### config.mk
export PLATFORM = sky130hd
export DESIGN_NAME = fet_cell
export DESIGN_NICKNAME = d
export VERILOG_FILES = /design/src/fet_pkg.sv /design/src/fet_cell.sv
export SDC_FILE = /design/constraint.sdc
export NUM_CORES = 1
export LEC_CHECK = 0
export ABC_AREA = 0
export BUFFER_PORTS_ARGS = -buffer_cell sky130_fd_sc_hd__buf_2
export CAP_MARGIN = 20
export CORE_UTILIZATION = 47
export DETAILED_ROUTE_END_ITERATION = 16
export PLACE_DENSITY = 0.86
export SYNTH_ARGS = -nofsm -noshare
export SYNTH_HDL_FRONTEND = slang
export SYNTH_SLANG_ARGS = --single-unit
### constraint.sdc
create_clock -name clk -period 7.7 [get_ports clk]
set_clock_uncertainty 0.2 [all_clocks]
set_input_delay 0.77 -clock clk [delete_from_list [all_inputs] [get_ports clk]]
set_output_delay 0.77 -clock clk [all_outputs]
set_load 0.03 [all_outputs]
### src/fet_pkg.sv
// Shared constants and types for the FIFO eviction tracker
`timescale 1ns / 1ps
package fet_pkg;

  localparam int ID_W      = 64;
  localparam int CAP_W     = 5;
  localparam int DEPTH_DEF = 16;
  localparam logic [CAP_W-1:0] CAP_RESET = CAP_W'(16);

  localparam logic ACT_ACCESS = 1'b0;
  localparam logic ACT_REMOVE = 1'b1;

  // Broadcast controls from the sequencer to every cell
  typedef struct packed {
    logic cmp;   // register id match
    logic rm;    // remove: close the gap at the matching cell
    logic ev;    // evict: whole row moves one place towards the old end
    logic ins;   // load the new id at the insert position
  } cell_ctl_t;

endpackage

### src/fet_cell.sv
// One slot of the held-id row: stores an id, compares it and shifts
`timescale 1ns / 1ps
module fet_cell
  import fet_pkg::*;
#(
  parameter int DEPTH = DEPTH_DEF,
  parameter int IDX   = 0
) (
  input  logic                       clk,
  input  logic                       rst,
  input  cell_ctl_t                  ctl,
  input  logic [$clog2(DEPTH+1)-1:0] count,
  input  logic [$clog2(DEPTH+1)-1:0] ins_idx,
  input  logic [ID_W-1:0]            new_id,
  input  logic [ID_W-1:0]            nbr_id,
  input  logic                       shift_in,
  output logic                       shift_out,
  output logic [ID_W-1:0]            id,
  output logic                       match
);

  localparam int CW = $clog2(DEPTH+1);
  localparam logic [CW-1:0] MY = CW'(IDX);

  logic active;
  logic take_nbr;

  assign active    = count > MY;
  assign shift_out = shift_in | match;
  // on remove, every cell from the matching one upwards takes its neighbour
  assign take_nbr  = ctl.ev | (ctl.rm & (shift_in | match));

  always_ff @(posedge clk) begin
    if (rst) begin
      match <= 1'b0;
    end else if (ctl.cmp) begin
      match <= active && (id == new_id);
    end
  end

  always_ff @(posedge clk) begin
    if (ctl.ins && (ins_idx == MY)) begin
      id <= new_id;
    end else if (take_nbr) begin
      id <= nbr_id;
    end
  end

endmodule
Word level (Yosys, flattened, before mapping)
Cells that the tools add are included.
- bits in registers: 65
- input port bits: 145
- output and inout port bits: 66
- $lt $le $gt $ge: 1
- equality and inequality tests: 1
- muxes and demuxes: 2
- bitwise logic cells: 3
- reductions and logical operators: 4
- operators with widths (kind ; count):
    2-to-1 mux 64 bit ; 2
    == test 64 bit ; 1
    > comparator 5 x 1 -> 1 bit (second input constant) ; 1
    logical NOT 5 bit ; 1
    logical AND 1 bit ; 2
    OR 1 bit ; 2
    nonzero test 2 bit ; 1
    bitwise AND 1 bit ; 1

Logic depth before layout (Yosys ltp)
Gate-level depths: netlist (run 1).
- depth in word-level cells: 5
- mapped depth: 6
- gate-level depth less buffers: 5

Worst setup path before layout (run 1)
No wires, ideal clock.
- kind: input-to-reg
- start: input ins_idx[1]
- end: register id[0] (enable)
- arrival: 2.894 ns
- required time: 7.076 ns
- path slack: 4.182 ns
- stages: 5
- cells stage by stage: nor4_1 > nand3b_1 > buf_4 > buf_6 > nand2_1
- word-level cells in the longest chain between the ends: 3
- RTL lines (what ; RTL line ; RTL):
    from (decl) ; fet_cell.sv:13 ; input logic [$clog2(DEPTH+1)-1:0] ins_idx,
    logical NOT 5 bit ; fet_cell.sv:42 ; if (ctl.ins && (ins_idx == MY)) begin
    logical AND 1 bit ; fet_cell.sv:42 ;
    nonzero test 2 bit (no line) ; n/a ;
    to (signal assigned) ; fet_cell.sv:43 ; id <= new_id;
    to (signal assigned) ; fet_cell.sv:45 ; id <= nbr_id;
    to (decl) ; fet_cell.sv:18 ; output logic [ID_W-1:0] id,
Every way passes these cells.
A chain may end at the register's enable or synchronous reset.

Final worst setup path (run 1)
- start: input ins_idx[1]
- end: register id[41] (enable)
Same word-level chain as after synthesis.

==> results.tsv, run 1 <==
stage	metric	value	unit
run_status	status	completed	
floorplanning	initial_core_util	48.64	%
timing	rsz0062_at_grt	false	
yosys	synth_area_leaders	edfxtp_1 54%, mux2_2 19%, xnor2_1 12%, nand4_1 2.1%, inv_1 1.2%	
setup_path	worstPathMaxFanout	69	
timing	timing.final.crit_share	35.41	%
detailed_routing	dr.pass1.iters	4	
clock_network	tritoncts	done	
cells_and_area	drive_gt1_share	61.60	%
clock_network	htreeDepth	3	
cells_and_area	most-common-layout-cells	210 x buf_2, 64 x edfxtp_1, 59 x mux2_2	
grt	antenna_found_initial	0	
placed_design	place_hpwl	6722	um
placed_design	place_congestion	0.7858	
yosys	synth_top_area_share	54.18	%
clock_network	clock_latency	0.32	ns
hold_path	hold_path_class	register to register	
floorplanning	die_x	88.88	um
setup_path	critical_path_required	7.44	ns
pwr	comb_power_share	24.7	%
setup_path	reg2reg_depth	4	
clock_network	clkSinkCount	65	
setup_path	worstSetupEndpointType	register	
setup_path	path_class	primary input to register	
pwr	pwr-share-seq	47.7	%
setup_path	r2r_end	id[41]	
grt	grt_overflow	0	
timing	fin_ws	4.974	ns
floorplanning	dieArea	0.007899	sq mm
cells_and_area	area_growth_syn_to_layout	37.32	%
yosys	syn_area_per_cell	13.97	sq um
setup_path	crit_chain	buf_2 > nor4_1 > nand3b_1 > buf_4 > nand2_2 > buf_4	
cells_and_area	multi_input_area	0.001523	sq mm
yosys	synth.distinct_cells	32	
pwr	p_per_area	196.7	mW/mm^2
detailed_routing	viasPerCell	5.003	
floorplanning	core	0.007292	sq mm
pwr	p_clk_share	27.6	%
clock_network	cts_resized	0	
clock_network	cts_max_path_buffers	2	
pwr	switching_power	0.0002821	W
detailed_routing	drcViolationCount	0	
timing	max_slew.worst_pin.slew	0.8554	ns
placed_design	numPortBuffers	210	
grt	grt_max_degree	70	
grt	grt_pass1_wl	12530	um
setup_path	cp_common_cell	buf_4	
clock_network	cts_root_buffer	clkbuf_8	
setup_path	critical_path_arrival	2.47	ns
timing	max_freq	0.3668	GHz
cells_and_area	finalNetCount	615	
detailed_routing	detail-route-antenna-nets	0	
clock_network	post-cts-setup-buffer-count	0	
yosys	synth_seq_area_share	54.74	%
clock_network	hold_buffers	0	
yosys	synthArstFlopShare	0	%
placed_design	post-place-ws	4.639	ns
yosys	ys.flop_type	edfxtp_1	
timing	setup_tns	0	ns
cells_and_area	fin_area	0.004871	sq mm
setup_path	worst_setup_path_start_kind	primary input	
hold_path	hp-start	match	
pwr	p_leak	2.115	nW
grt	grt_pass1_vias	2795	
pwr	switching_share	29.45	%
hold_path	min_delay_worst_endpoint	match	
floorplanning	rows	31	
clock_network	cts_buffers	9	
yosys	synth_top_area_cell	edfxtp_1	
yosys	yosys_warnings	0	
yosys	synth_nets	399	
yosys	ys_seq_elements	65	
clock_network	cts.clk_slew.worst_paths	0.06	ns
timing	finalSetupViolCount	0	
setup_path	crit_path_max_incr_delay	0.63	ns
grt	grtUsageTotal	21.33	%
yosys	syn_inst	254	
timing	slew_viol_final	0	
cells_and_area	seqCellArea	0.001942	sq mm
floorplanning	pin_count	211	
hold_path	whs_path_depth	2	
setup_path	reg2reg_from	match	
pwr	p_int	0.0006759	W
pwr	finalPower	0.0009580	W
detailed_routing	drtIter0Drc	89	
setup_path	critPathSlowestCell	buf_4	
floorplanning	die_y	88.88	um
timing	min_period	2.726	ns
detailed_routing	avgRoutedWirePerCell	14.92	um
timing	final_hold_viol_count	0	
timing	relSlewSlack	42.97	%
placed_design	dpl_cell_area	0.004696	sq mm
cells_and_area	nFillCells	611	
cells_and_area	post-route-util	66.80	%
cells_and_area	diodes	0	
pwr	ir_drop	0.1367	mV
setup_path	rrSetupSlack	5.81	ns
detailed_routing	wl	8552	um
setup_path	worst-path-buf-inv	3	
job	maxCapViolations	0	
detailed_routing	vias	2867	
yosys	syn_area	0.003547	sq mm
setup_path	crit_family	buffers and inverters	
yosys	synth_edf_count	64	
cells_and_area	final_common_cell	buf_2	
-- metal layers --
layer  GRT usage, %  wire length [um]
met1          24.11              3359
met2          38.53              4461
met5              0                 0
met4          8.504               133
met3          5.317               597
-- worst register-to-register path: stages (launching register included) --
cell,delay (ns)
dfxtp_1,0.36
or2_2,0.14
a21oi_1,0.08
nand2_2,0.07
buf_4,0.63
-- area by class of cell --
cell class / count / share of cell area [%]
Clock inverter: 5 / 0.9761
Timing Repair Buffer: 212 / 21.89
Clock buffer: 10 / 2.620
Tap cell: 99 / 2.543
Sequential cell: 65 / 39.87
Multi-Input combinational cell: 171 / 31.26
Inverter: 11 / 0.8477
-- registers in the layout, indices dropped and copies added (netlist names) --
register,cells
id,64
match,1
-- cell families (layout without fill, tap and decap cells) --
kind of cell / Yosys count / count (layout) / share of synthesized area [%]
compound gates: 17 / 17 / 3.492
buf+inv: 18 / 238 / 2.399
simple gates: 44 / 44 / 7.866
flops: 65 / 65 / 54.74
mux: 60 / 60 / 19.15
xor+xnor: 50 / 50 / 12.35
-- power by group through the flow --
stage / clock (W) / combinational (W) / sequential (W)
after global routing: 0.000290 / 0.000254 / 0.000462
after global placement: 0 / 0.000234 / 0.000462
after floorplan: 0 / 0.0000733 / 0.000535
final: 0.000264 / 0.000237 / 0.000457
after CTS: 0.000273 / 0.000239 / 0.000457
after detailed placement: 0 / 0.000238 / 0.000464
-- worst max path at each step --
stage                     startpoint      to  depth (start not counted)
after floorplan           ins_idx[1]   id[0]                          5
after global placement    ins_idx[1]  id[37]                          6
after detailed placement  ins_idx[1]  id[37]                          6
after CTS                 ins_idx[1]  id[47]                          6
after global routing      ins_idx[1]  id[47]                          6
final                     ins_idx[1]  id[41]                          6
-- metrics by stage --
step / std cells / hold WS, ns
3_5_place_dp: 558 / 0.2667
6_report: 573 / 0.2764
5_1_grt: 573 / 0.3166
4_1_cts: 573 / 0.2753
3_3_place_gp: 558 / 0.2719
2_1_floorplan: 254 / 0.3741
-- synthesized netlist by cell type (3+ instances only) --
cell / n
nand2_1: 7
a2111o_1: 3
xnor2_1: 50
or2b_1: 3
and2b_2: 4
buf_2: 5
nor2b_1: 4
mux2_2: 59
inv_1: 11
o22ai_1: 4
edfxtp_1: 64
nand4_1: 12
o21ai_0: 4
nor4_1: 6
No activity file was read; power rests on OpenSTA's default activity.
==> run 2: changes to the inputs <==
- CORE_UTILIZATION: 47 -> 44
- PLACE_DENSITY: 0.86 -> 0.81
- clock period: 7.7 -> 2.52 ns (I/O delays scaled with it)
==> run 2 against run 1 <==
Clock power increased to 4.0 times the previous value. Highest routed layer unchanged. Utilization decreased by 2.4 points. Critical endpoint is now match. Global-route usage about the same. Total power increased to 3.3 times the previous value. Count of clock-buffer cells in the layout unchanged. Combinational power increased to 3.1 times the previous value. Via count increased by 1.9%. Design area increased by 2.6%. Worst setup slack got worse by 4.4 ns. Flip-flop and latch count unchanged.
==> results.tsv, run 2 (synthesis results as in run 1) <==
stage	metric	value	unit
timing	finalSetupViolCount	0	
grt	grt_pass1_vias	2954	
grt	grt_overflow	0	
pwr	p_per_area	637.7	mW/mm^2
clock_network	cts.clk_slew.worst_paths	0.07	ns
detailed_routing	detail-route-antenna-nets	0	
clock_network	clock_latency	0.33	ns
hold_path	hp-start	nbr_id[8]	
setup_path	worst_setup_path_start_kind	primary input	
hold_path	whs_path_depth	3	
floorplanning	core	0.007767	sq mm
timing	final_hold_viol_count	0	
clock_network	htreeDepth	3	
floorplanning	die_x	91.79	um
floorplanning	rows	32	
clock_network	cts_max_path_buffers	2	
floorplanning	pin_count	211	
clock_network	hold_buffers	2	
floorplanning	initial_core_util	45.67	%
grt	grt_pass1_wl	13900	um
cells_and_area	final_common_cell	buf_2	
detailed_routing	wl	9032	um
cells_and_area	diodes	0	
grt	grt_max_degree	70	
clock_network	cts_root_buffer	clkbuf_8	
cells_and_area	post-route-util	64.35	%
setup_path	path_class	primary input to register	
cells_and_area	area_growth_syn_to_layout	40.92	%
timing	whs	0.01429	ns
timing	rsz0062_at_grt	false	
setup_path	reg2reg_from	id[6]	
pwr	p_leak	2.169	nW
cells_and_area	drive_gt1_share	61.72	%
grt	antenna_found_initial	0	
placed_design	place_hpwl	7038	um
cells_and_area	largestRegisters	id x64, match x1	
timing	timing.final.crit_share	78.92	%
cells_and_area	fin_area	0.004999	sq mm
timing	max_slew.worst_pin.slew	0.5704	ns
detailed_routing	vias	2921	
run_status	status	completed	
job	maxCapViolations	0	
setup_path	crit_start	rst	
timing	slew_viol_final	0	
placed_design	place_congestion	0.7908	
clock_network	clkSinkCount	65	
setup_path	worstSetupEndpointType	register	
setup_path	reg2reg_depth	5	
pwr	finalPower	0.003188	W
cells_and_area	most-common-layout-cells	210 x buf_2, 64 x edfxtp_1, 59 x mux2_2	
timing	max_freq	0.5028	GHz
placed_design	dpl_cell_area	0.004745	sq mm
hold_path	hold_path_class	primary input to register	
detailed_routing	drcViolationCount	0	
timing	min_period	1.989	ns
cells_and_area	largest_reg_flops	64	
detailed_routing	dr.pass1.iters	4	
setup_path	critical_path_arrival	2.05	ns
pwr	ir_drop	0.3797	mV
floorplanning	die_y	91.79	um
cells_and_area	finalNetCount	618	
detailed_routing	drtIter0Drc	71	
timing	relSlewSlack	61.62	%
setup_path	worstPathMaxFanout	2	
setup_path	critical_path_required	2.58	ns
cells_and_area	nFillCells	628	
clock_network	cts_resized	0	
clock_network	post-cts-setup-buffer-count	0	
clock_network	tritoncts	done	
grt	grtUsageTotal	21.34	%
placed_design	numPortBuffers	210	
clock_network	cts_buffers	9	
floorplanning	dieArea	0.008424	sq mm
timing	setup_tns	0	ns
detailed_routing	viasPerCell	5.036	
detailed_routing	avgRoutedWirePerCell	15.57	um
cells_and_area	top_register	id	
## run 2: cell count changes in the layout (fill, tap and decap cells not counted)
cell and delta:
buf_12 +3, buf_4 -2, bufinv_16 +2, clkinv_1 -1, clkinv_2 -1, clkinvlp_4 +1
dlygate4sd3_1 +2
## run 2: critical path: stages
cell	delay, ns
dlygate4sd3_1	0.54
buf_2	0.13
or2b_1	0.22
a2111o_1	0.35
nor4_1	0.27
nand4_1	0.13
o21ai_1	0.15
## run 2: per-layer routing
| metal | part of all wire [%] | vias up | GRT usage (%) |
|---|---|---|---|
| met1 | 40 | 1381 | 24.42 |
| li1 | - | 1389 | - |
| met4 | 1.7 | 0 | 6.901 |
| met2 | 51 | 136 | 38.16 |
| met5 | 0 | - | 0 |
| met3 | 7.5 | 15 | 6.302 |
## run 2: cell type report
cell class / count / area, sq um / share of cell area [%]
sequential: 65 / 1942 / 38.85
multi-input combinational: 171 / 1523 / 30.46
timing repair buffer: 215 / 1131 / 22.63
clock buffer: 10 / 127.6 / 2.553
tap: 102 / 127.6 / 2.553
clock inverter: 6 / 106.4 / 2.128
inverter: 11 / 41.29 / 0.8260
## run 2: where the power goes
part           internal (W)  switching [W]  total (W)
Sequential          0.00132      0.0000741    0.00139
Combinational      0.000312       0.000429   0.000741
Clock              0.000653       0.000401    0.00105
Total               0.00228       0.000904    0.00319
## run 2: final timing paths
path	to	slack, ns
max	match	0.53
min reg2reg	match	0.29
max reg2reg	match	0.64
min	id[8]	0.01
## run 2: through the flow
stage,instances,worst slack (ns)
after CTS,580,0.5337
after floorplan,254,0.1457
after global routing,580,0.3920
final,580,0.5313
after global placement,562,0.6028
after detailed placement,562,0.5229
==> run 3: changes to the inputs <==
- clock period: 2.52 -> 2 ns (I/O delays scaled with it)
==> run 3 against run 2 <==
Register-to-register slack lost 0.52 ns. Sequential share of layout area shrank 7.1 points. Global-route usage grew 6.4 points. Total power grew 20%. Count of clock-buffer cells in the layout shrank 1. Worst setup slack lost 0.51 ns. Die area is the same. Critical endpoint is now id[63]. Final cell count grew 20%. Highest routed layer unchanged. Flip-flop and latch count is the same. Design area grew 22%.
==> results.tsv, run 3 (synthesis results as in run 1) <==
stage	metric	value	unit
clock_network	cts_root_buffer	clkbuf_8	
cells_and_area	area_growth_syn_to_layout	72.35	%
cells_and_area	drive_gt1_share	50.76	%
cells_and_area	finalNetCount	734	
grt	grtUsageTotal	27.74	%
setup_path	worst_setup_path_start_kind	primary input	
pwr	ir_drop	0.3693	mV
timing	rsz0062_at_grt	true	
cells_and_area	largest_reg_flops	64	
pwr	pwr-share-seq	46.2	%
grt	grt_pass1_wl	17650	um
placed_design	place_hpwl	7204	um
cells_and_area	fin_area	0.006113	sq mm
clock_network	htreeDepth	3	
cells_and_area	seqCellArea	0.001942	sq mm
detailed_routing	avgRoutedWirePerCell	16.94	um
detailed_routing	drtIter0Drc	110	
grt	antenna_found_initial	0	
timing	final_hold_viol_count	0	
cells_and_area	top_register	id	
hold_path	min_delay_worst_endpoint	id[41]	
run_status	status	completed	
pwr	p_leak	2.644	nW
pwr	p_clk_share	23.6	%
setup_path	critical_path_arrival	1.85	ns
placed_design	post-place-ws	0.1140	ns
grt	grt_pass1_vias	3689	
timing	timing.final.crit_share	99.02	%
timing	relSlewSlack	69.36	%
clock_network	tritoncts	done	
job	maxCapViolations	0	
timing	slew_viol_final	0	
setup_path	reg2reg_depth	5	
floorplanning	rows	32	
pwr	switching_share	31.02	%
setup_path	worstPathMaxFanout	32	
floorplanning	pin_count	211	
clock_network	cts_buffers	9	
detailed_routing	vias	3457	
hold_path	hp-start	new_id[41]	
pwr	p_int	0.002633	W
detailed_routing	drcViolationCount	0	
clock_network	clkSinkCount	65	
placed_design	place_congestion	0.8420	
detailed_routing	detail-route-antenna-nets	0	
cells_and_area	post-route-util	78.70	%
setup_path	reg2reg_from	id[59]	
timing	setup_tns	0	ns
grt	grt_max_degree	38	
pwr	switching_power	0.001184	W
timing	max_slew.worst_pin.slew	0.4597	ns
pwr	comb_power_share	30.2	%
floorplanning	die_x	91.79	um
setup_path	critical_path_required	1.87	ns
hold_path	whs_path_depth	2	
setup_path	r2r_end	match	
floorplanning	core	0.007767	sq mm
detailed_routing	dr.pass1.iters	4	
cells_and_area	diodes	0	
clock_network	cts_max_path_buffers	2	
setup_path	rrSetupSlack	0.12	ns
detailed_routing	viasPerCell	4.974	
timing	fin_ws	0.01965	ns
grt	grt_overflow	0	
clock_network	clock_latency	0.33	ns
setup_path	path_class	primary input to register	
placed_design	dpl_cell_area	0.004800	sq mm
setup_path	worstSetupEndpointType	register	
hold_path	hold_path_class	primary input to register	
detailed_routing	wl	11770	um
cells_and_area	largestRegisters	id x64, match x1	
floorplanning	initial_core_util	45.67	%
timing	finalSetupViolCount	0	
placed_design	numPortBuffers	210	
cells_and_area	nFillCells	468	
timing	whs	0.02248	ns
floorplanning	dieArea	0.008424	sq mm
timing	max_freq	0.5050	GHz
floorplanning	die_y	91.79	um
cells_and_area	most-common-layout-cells	208 x buf_2, 112 x dlygate4sd3_1, 64 x edfxtp_1	
timing	min_period	1.980	ns
cells_and_area	multi_input_area	0.001562	sq mm
cells_and_area	final_common_cell	buf_2	
clock_network	cts.clk_slew.worst_paths	0.07	ns
pwr	p_per_area	624.3	mW/mm^2
==> run 3: cell types whose count changed in the layout (fill, tap and decap cells not counted), sizes merged <==
| cell | before | now |
|---|---|---|
| dlygate4sd3 | 2 | 112 |
| dlymetal6s4s | 0 | 1 |
| clkbuf | 10 | 9 |
| clkinv | 2 | 6 |
| bufinv | 3 | 0 |
| buf | 213 | 218 |
| clkinvlp | 1 | 0 |
==> run 3: repair_timing <==
| action | CTS | global route |
|---|---|---|
| gates resized for setup | 0 | 5 |
| setup endpoints to repair | 0 | 27 |
| endpoints found under the hold margin | 65 | 0 |
| hold buffers | 113 | 0 |
| buffers inserted | 0 | 1 |
==> run 3: power by group through the flow <==
stage	Combinational, W	Clock (W)	Sequential, W
floorplan	0.000286	0	0.00206
global placement	0.000929	0	0.00178
detailed placement	0.000943	0	0.00178
CTS	0.00112	0.000923	0.00176
global route	0.00121	0.000969	0.00178
finish	0.00115	0.000902	0.00176
==> run 3: worst max-delay path by stage <==
stage                     slack, ns  startpoint      to
after floorplan                0.10       match   id[0]
after global placement         0.15  ins_idx[1]  id[62]
after detailed placement       0.11  ins_idx[1]  id[62]
after CTS                      0.03      ctl[3]   match
after global routing         -0.008  ins_idx[1]   id[6]
final                          0.02  ins_idx[1]  id[63]
==> run 3: per-stage QoR <==
step / total power (W) / instances
after detailed placement: 0.002727 / 567
final: 0.003816 / 695
after floorplan: 0.002341 / 254
after global routing: 0.003961 / 695
after global placement: 0.002708 / 567
after CTS: 0.003798 / 695
==> run 3: final cells by class <==
type	instances	share of cell area, %
tap	102	2.088
timing repair buffer	331	37.47
sequential	65	31.76
clock inverter	6	0.4298
multi-input combinational	171	25.54
inverter	11	0.6754
clock buffer	9	2.026
==> run 3: routing by layer <==
metal	vias to the layer above	track usage (%)	share of wire, %
met3	28	5.390	5.7
li1	1627	-	-
met4	0	13.15	2.8
met5	-	0	0
met2	174	53.63	55
met1	1628	28.37	36
==> run 3: worst max-delay path: stages <==
cell,delay [ns]
buf_2,0.11
nor4_2,0.27
nand3b_1,0.18
buf_12,0.22
mux2_2,0.29
dlygate4sd3_1,0.56
